==> config.mk <==
export PLATFORM = sky130hd
export DESIGN_NAME = hgt_fold
export DESIGN_NICKNAME = d
export VERILOG_FILES = /design/src/design/hgt_pkg.sv /design/src/design/hgt_fold.sv
export SDC_FILE = /design/constraint.sdc
export NUM_CORES = 2
export LEC_CHECK = 0
export BUFFER_PORTS_ARGS = -buffer_cell sky130_fd_sc_hd__buf_2
export CAP_MARGIN = 40
export CORE_MARGIN = 5
export CORE_UTILIZATION = 30
export CTS_BUF_LIST = sky130_fd_sc_hd__clkbuf_8
export DETAILED_ROUTE_END_ITERATION = 10
export GPL_TIMING_DRIVEN = 0
export SYNTH_ARGS = -nofsm -noshare
export SYNTH_HDL_FRONTEND = slang
export SYNTH_SLANG_ARGS = --single-unit
==> constraint.sdc <==
create_clock -name clk -period 25.1 [get_ports clk]
set_input_delay 1.255 -clock clk [delete_from_list [all_inputs] [get_ports clk]]
set_output_delay 1.255 -clock clk [all_outputs]
set_load 0.01 [all_outputs]
==> src/design/hgt_pkg.sv <==
// shared widths, types and register codes for the hydrogen bond geometry test
package hgt_pkg;

  localparam int COORD_WIDTH = 24;
  localparam int DW          = COORD_WIDTH + 1;
  localparam int BOX_W       = 23;
  localparam int REM_W       = BOX_W + 1;
  localparam int DSTEPS      = 4;
  localparam int NDIV        = (COORD_WIDTH + DSTEPS - 1) / DSTEPS;
  localparam int MP_W        = NDIV * DSTEPS;
  localparam int FOLD_LAT    = NDIV + 1;

  localparam int VLIM_W      = 18;
  localparam int FV_W        = VLIM_W + 2;
  localparam int FM_W        = VLIM_W + 1;
  localparam int VSQ_W       = 2 * FM_W;
  localparam int VV_W        = VSQ_W + 2;
  localparam int VH_W        = VV_W / 2;
  localparam int USQ_W       = 2 * COORD_WIDTH;
  localparam int UU_W        = USQ_W + 2;
  localparam int DP_W        = DW + FV_W;
  localparam int DOT_W       = DP_W + 2;
  localparam int DM_W        = DOT_W - 1;
  localparam int DH_W        = (DM_W + 1) / 2;
  localparam int DSQ_W       = 4 * DH_W;

  localparam int CUT_W       = 36;
  localparam int COS_W       = 17;
  localparam int C2_W        = 2 * COS_W;
  localparam int Q_W         = C2_W + VH_W;
  localparam int CV_W        = C2_W + VV_W;
  localparam int CP_W        = (CV_W + 2) / 3;
  localparam int UP_W        = (UU_W + 1) / 2;
  localparam int PP_W        = CP_W + UP_W;
  localparam int ACC_W       = 3 * CP_W + UP_W;
  localparam int COS_SH      = 30;
  localparam int LHS_W       = DSQ_W + COS_SH;
  localparam int RHS_W       = 3 * CP_W + 2 * UP_W;
  localparam int CMP_W       = (LHS_W > RHS_W) ? LHS_W : RHS_W;

  localparam logic [CUT_W-1:0] DIST2_RST = CUT_W'(12845056);
  localparam logic [COS_W-1:0] COS_RST   = COS_W'(30792);
  localparam logic [BOX_W-1:0] BOX_RST   = BOX_W'(8388607);

  typedef enum logic [2:0] {
    CFG_DIST2    = 3'd0,
    CFG_COS      = 3'd1,
    CFG_PERIODIC = 3'd2,
    CFG_BOX_X    = 3'd3,
    CFG_BOX_Y    = 3'd4,
    CFG_BOX_Z    = 3'd5
  } cfg_idx_t;

  typedef struct packed {
    logic rej;
    logic pos;
    logic cneg;
  } flg_t;

endpackage

==> src/design/hgt_fold.sv <==
// one axis of the minimum image fold: pipelined remainder by the box length
module hgt_fold (
  input  logic                            clk,
  input  logic                            en,
  input  logic signed [hgt_pkg::DW-1:0]   v_in,
  input  logic [hgt_pkg::BOX_W-1:0]       box,
  input  logic                            periodic,
  output logic signed [hgt_pkg::FV_W-1:0] fv,
  output logic                            over
);
  import hgt_pkg::*;

  logic [REM_W-1:0]     rem_r [NDIV];
  logic [MP_W-1:0]      m_r   [NDIV];
  logic signed [DW-1:0] vs_r  [NDIV];
  logic [DW-1:0]        vmag;
  logic signed [FV_W-1:0] fv_r;
  logic                 over_r;

  assign vmag = v_in[DW-1] ? DW'(-v_in) : DW'(v_in);

  for (genvar s = 0; s < NDIV; s++) begin : g_div
    logic [REM_W-1:0]     rem_in, rem_c;
    logic [MP_W-1:0]      m_in, m_c;
    logic signed [DW-1:0] vv_in;
    if (s == 0) begin : g_first
      assign rem_in = '0;
      assign m_in   = MP_W'(vmag[COORD_WIDTH-1:0]);
      assign vv_in  = v_in;
    end else begin : g_next
      assign rem_in = rem_r[s-1];
      assign m_in   = m_r[s-1];
      assign vv_in  = vs_r[s-1];
    end
    // restoring steps, one quotient bit each
    always_comb begin
      rem_c = rem_in;
      m_c   = m_in;
      for (int k = 0; k < DSTEPS; k++) begin
        rem_c = {rem_c[REM_W-2:0], m_c[MP_W-1]};
        m_c   = {m_c[MP_W-2:0], 1'b0};
        if (rem_c >= REM_W'(box)) begin
          rem_c = rem_c - REM_W'(box);
        end
      end
    end
    always_ff @(posedge clk) begin
      if (en) begin
        rem_r[s] <= rem_c;
        m_r[s]   <= m_c;
        vs_r[s]  <= vv_in;
      end
    end
  end

  logic [BOX_W-1:0]     r;
  logic                 half;
  logic signed [DW-1:0] vl, res, sres, fres;
  logic [DW-1:0]        fmag;

  assign r    = rem_r[NDIV-1][BOX_W-1:0];
  assign half = {r, 1'b0} >= {1'b0, box};
  assign vl   = vs_r[NDIV-1];

  always_comb begin
    // round half away from zero: a remainder of half a box or more wraps to the other side
    res  = half ? $signed(DW'(r) - DW'(box)) : $signed(DW'(r));
    sres = vl[DW-1] ? -res : res;
    fres = (periodic && (box != '0)) ? sres : vl;
    fmag = fres[DW-1] ? DW'(-fres) : DW'(fres);
  end

  always_ff @(posedge clk) begin
    if (en) begin
      fv_r   <= FV_W'(fres);
      over_r <= fmag > (DW'(1) << VLIM_W);
    end
  end

  assign fv   = fv_r;
  assign over = over_r;

endmodule

==> flow_metrics.py <==
metrics = {
    "cts": {
        "hold_buffers": 0,
        "cts_sinks": 364,
        "cts_buffers": 59,
        "clk_pin_slew_ns": 0.08,
        "clock_latency_ns": 0.72,
        "cts_root_buf": "clkbuf_8",
        "post_cts_buffers": 0,
        "h-tree-depth": 2,
        "post_cts_resized": 0,
        "cts_tree": "yes",
        "clk_path_buf_depth": 3,
    },
    "sta": {
        "worst_slew_pin_slew_ns": 0.928,
        "fin_crit_ns": 17.04,
        "post-route-period-util_pct": 67.9,
        "fin_setup_tns_ns": 0,
        "finalClockSkew_ns": 0.0328,
        "rsz0062_at_grt": "false",
        "slew_viol_final": 0,
        "max_freq_mhz": 58.7,
        "slew-limit-headroom_pct": 37.7,
        "setup_viol": 0,
        "finalHoldViolCount": 0,
    },
    "placement": {
        "dp_hpwl_um": 116000,
        "routabilityCongestion": 0.921,
        "io_buffers": 71,
    },
    "drt": {
        "drc": 0,
        "drt_iter0_drc": 3239,
        "drtPass1Iterations": 6,
        "antenna_left": 0,
        "wl_per_cell_um": 19.3,
        "totalWireLength_um": 144000,
        "routed_via_density": 5.55,
        "vias": 41200,
    },
    "synthesis": {
        "synthFlopType": "edfxtp_1",
        "syn_inst": 5184,
        "netlist.area_leader.share_pct": 24.2,
        "ys_warn_count": 0,
        "async_reset_ff_share_pct": 0,
        "avgSynthCellArea_um2": 8.71,
        "synth_nets": 5837,
        "yosys.area.top_type": "edfxtp_1",
        "ys_top_cells_by_area": "edfxtp_1 24%, ha_1 16%, xnor2_1 5.9%",
        "ys_types": 107,
        "yosysSeqAreaShare_pct": 24.2,
        "netlist_area_um2": 45100,
        "ys_ff_latch": 364,
        "synth_edf_count": 364,
    },
    "layout": {
        "fillers": 15500,
        "finalNetCount": 6002,
        "layout-drive-gt1-share_pct": 10.2,
        "multi_input_area_um2": 32800,
        "seqCellArea_um2": 10900,
        "area_growth_syn_to_layout_pct": 10.4,
    },
    "critical_path": {
        "crit_required_ns": 25.60,
        "slowest_delay_ns": 0.52,
        "r2r_cells": 60,
        "r2r_slack_ns": 9.12,
        "rr_endpoint": "rem_r[2][6]",
        "criticalPathCategory": "primary input to flip-flop",
        "critPathSlowestCell": "clkbuf_1",
        "r2r_start": "m_r[1][19]",
        "crit_fanout": 25,
        "arrival_ns": 17.54,
        "path_common_cell": "a21oi_1",
        "endpoint_kind": "flip-flop",
        "startpoint_type": "primary input",
    },
    "grt": {
        "grt_pass1_vias": 39100,
        "grt_first_pass_wirelength_um": 220000,
        "track_usage_pct": 17.4,
        "overflow": 0,
        "antenna_found_initial": 12,
        "grt_max_degree": 129,
    },
    "hold_path": {
        "worst_hold_path_type": "flip-flop to flip-flop",
        "holdPathStages": 0,
        "min_to": "vs_r[5][8]",
        "hold_start": "vs_r[4][8]",
    },
    "floorplan": {
        "die_h_um": 398,
        "die_w_um": 398,
        "core_um2": 150000,
        "die-area_um2": 158000,
        "start_util_pct": 30.1,
        "rows": 142,
        "io_pins": 72,
    },
    "status": {
        "outcome": "finished, final reports clean",
    },
    "job": {
        "cap_violations": 0,
    },
}
cells by family (layout without fill, tap and decap cells):
group                    count (synthesis)  after routing  synth area share [%]
AND/OR/NAND/NOR                       1527           1527                  16.6
XOR/XNOR                               461            461                  8.95
AO/OA/AOI/OAI                         1600           1600                  23.3
multiplexers                           278            278                  6.81
buffers and inverters                  352            565                  3.03
adder cells (fa/ha/maj)                602            602                  17.1
flip-flops                             364            364                  24.2
other                                    0              7                     0
state kept, by name, summed over array words and instances (netlist names):
register,flops
over,1
rem_r,138
vs_r,150
m_r,55
fv,20
worst max-delay path, delay by kind of cell:
kind	cells	cell delay [ns]
buffers and inverters	10	3.87
AO/OA/AOI/OAI	37	9.00
AND/OR/NAND/NOR	9	1.34
adder cells (fa/ha/maj)	4	1.50
multiplexers	1	0.48
per-stage QoR:
step	hold WS [ns]	cell area [um2]	instances	worst slack, ns	util (%)
floorplan	0.400	45100	5184	11.12	-
global placement	0.400	48000	7271	6.07	32.1
detailed placement	0.405	48600	7303	7.48	32.5
CTS	0.372	49800	7412	8.13	33.2
global route	0.390	49800	7415	6.89	33.3
finish	0.399	49800	7420	8.06	33.3
final cells by class:
| type | instances | area share, % |
|---|---|---|
| Clock inverter | 50 | 0.758 |
| Clock buffer | 59 | 1.63 |
| Timing Repair Buffer | 104 | 1.94 |
| Antenna cell | 7 | 0.0352 |
| Inverter | 239 | 1.80 |
| Buffer | 113 | 0.944 |
| Tap cell | 2016 | 5.06 |
| Sequential cell | 364 | 21.9 |
| Multi-Input combinational cell | 4468 | 65.9 |
Yosys cell counts (16+ instances only):
cell type,count
ha_1,578
nor2_1,420
a21oi_1,419
edfxtp_1,364
nand2_1,363
o21ai_0,325
xnor2_1,306
inv_1,236
mux2_2,224
a21o_1,183
xor2_1,155
nor3_1,127
nand3_1,108
clkbuf_1,84
nand4_1,82
nor2b_1,75
nand2b_1,69
o21a_1,69
and3_1,55
or3_1,55
a31oi_1,54
o21bai_1,51
a211oi_1,50
o31ai_1,49
mux2i_1,47
and2_1,43
o21ai_1,42
a22oi_1,40
a221oi_1,34
nor4_1,34
a21boi_0,32
or2_2,26
buf_2,25
fa_1,24
o211ai_1,23
a211o_1,22
and4_1,18
o41ai_1,18
a31o_2,16
worst max-delay path by stage:
| stage | slack (ns) | endpoint | cells after the start | from |
|---|---|---|---|---|
| after global routing | 6.89 | rem_r[1][4] | 58 | box[1] |
| final | 8.06 | rem_r[2][6] | 61 | box[1] |
| after detailed placement | 7.48 | rem_r[2][6] | 61 | box[1] |
| after floorplan | 11.12 | rem_r[3][14] | 58 | box[1] |
| after CTS | 8.13 | rem_r[2][6] | 61 | box[1] |
| after global placement | 6.07 | rem_r[2][6] | 59 | box[1] |
metal layers:
| layer | vias to the layer above | part of all wire, % | track usage (%) |
|---|---|---|---|
| met5 | - | 0.0091 | 0 |
| met4 | 2 | 2.9 | 4.80 |
| met3 | 248 | 7.6 | 2.43 |
| met2 | 1358 | 43 | 27.2 |
| met1 | 19600 | 47 | 24.9 |
| li1 | 20000 | - | - |
placed cells by master, fill, tap and decap left out, drive strengths merged, types with 30 or more instances in the layout:
| cell | count |
|---|---|
| o21a | 69 |
| nor2b | 75 |
| inv | 250 |
| buf | 132 |
| nor3 | 129 |
| a22oi | 41 |
| o31ai | 51 |
| mux2 | 231 |
| nand4 | 83 |
| nor2 | 421 |
| xnor2 | 306 |
| a31oi | 54 |
| mux2i | 47 |
| nand3 | 108 |
| xor2 | 155 |
| o21ai | 369 |
| or3 | 55 |
| clkinv | 31 |
| and2 | 44 |
| nand2b | 69 |
| a221oi | 35 |
| a21o | 183 |
| a21oi | 422 |
| and3 | 55 |
| nand2 | 363 |
| nor4 | 35 |
| or2 | 30 |
| a211oi | 54 |
| edfxtp | 364 |
| ha | 578 |
| clkbuf | 144 |
| o21bai | 51 |
| a21boi | 36 |
Power is left out: the tool's default activity adds up to more than one toggle a clock period on the data nets, which glitch-free logic cannot reach.
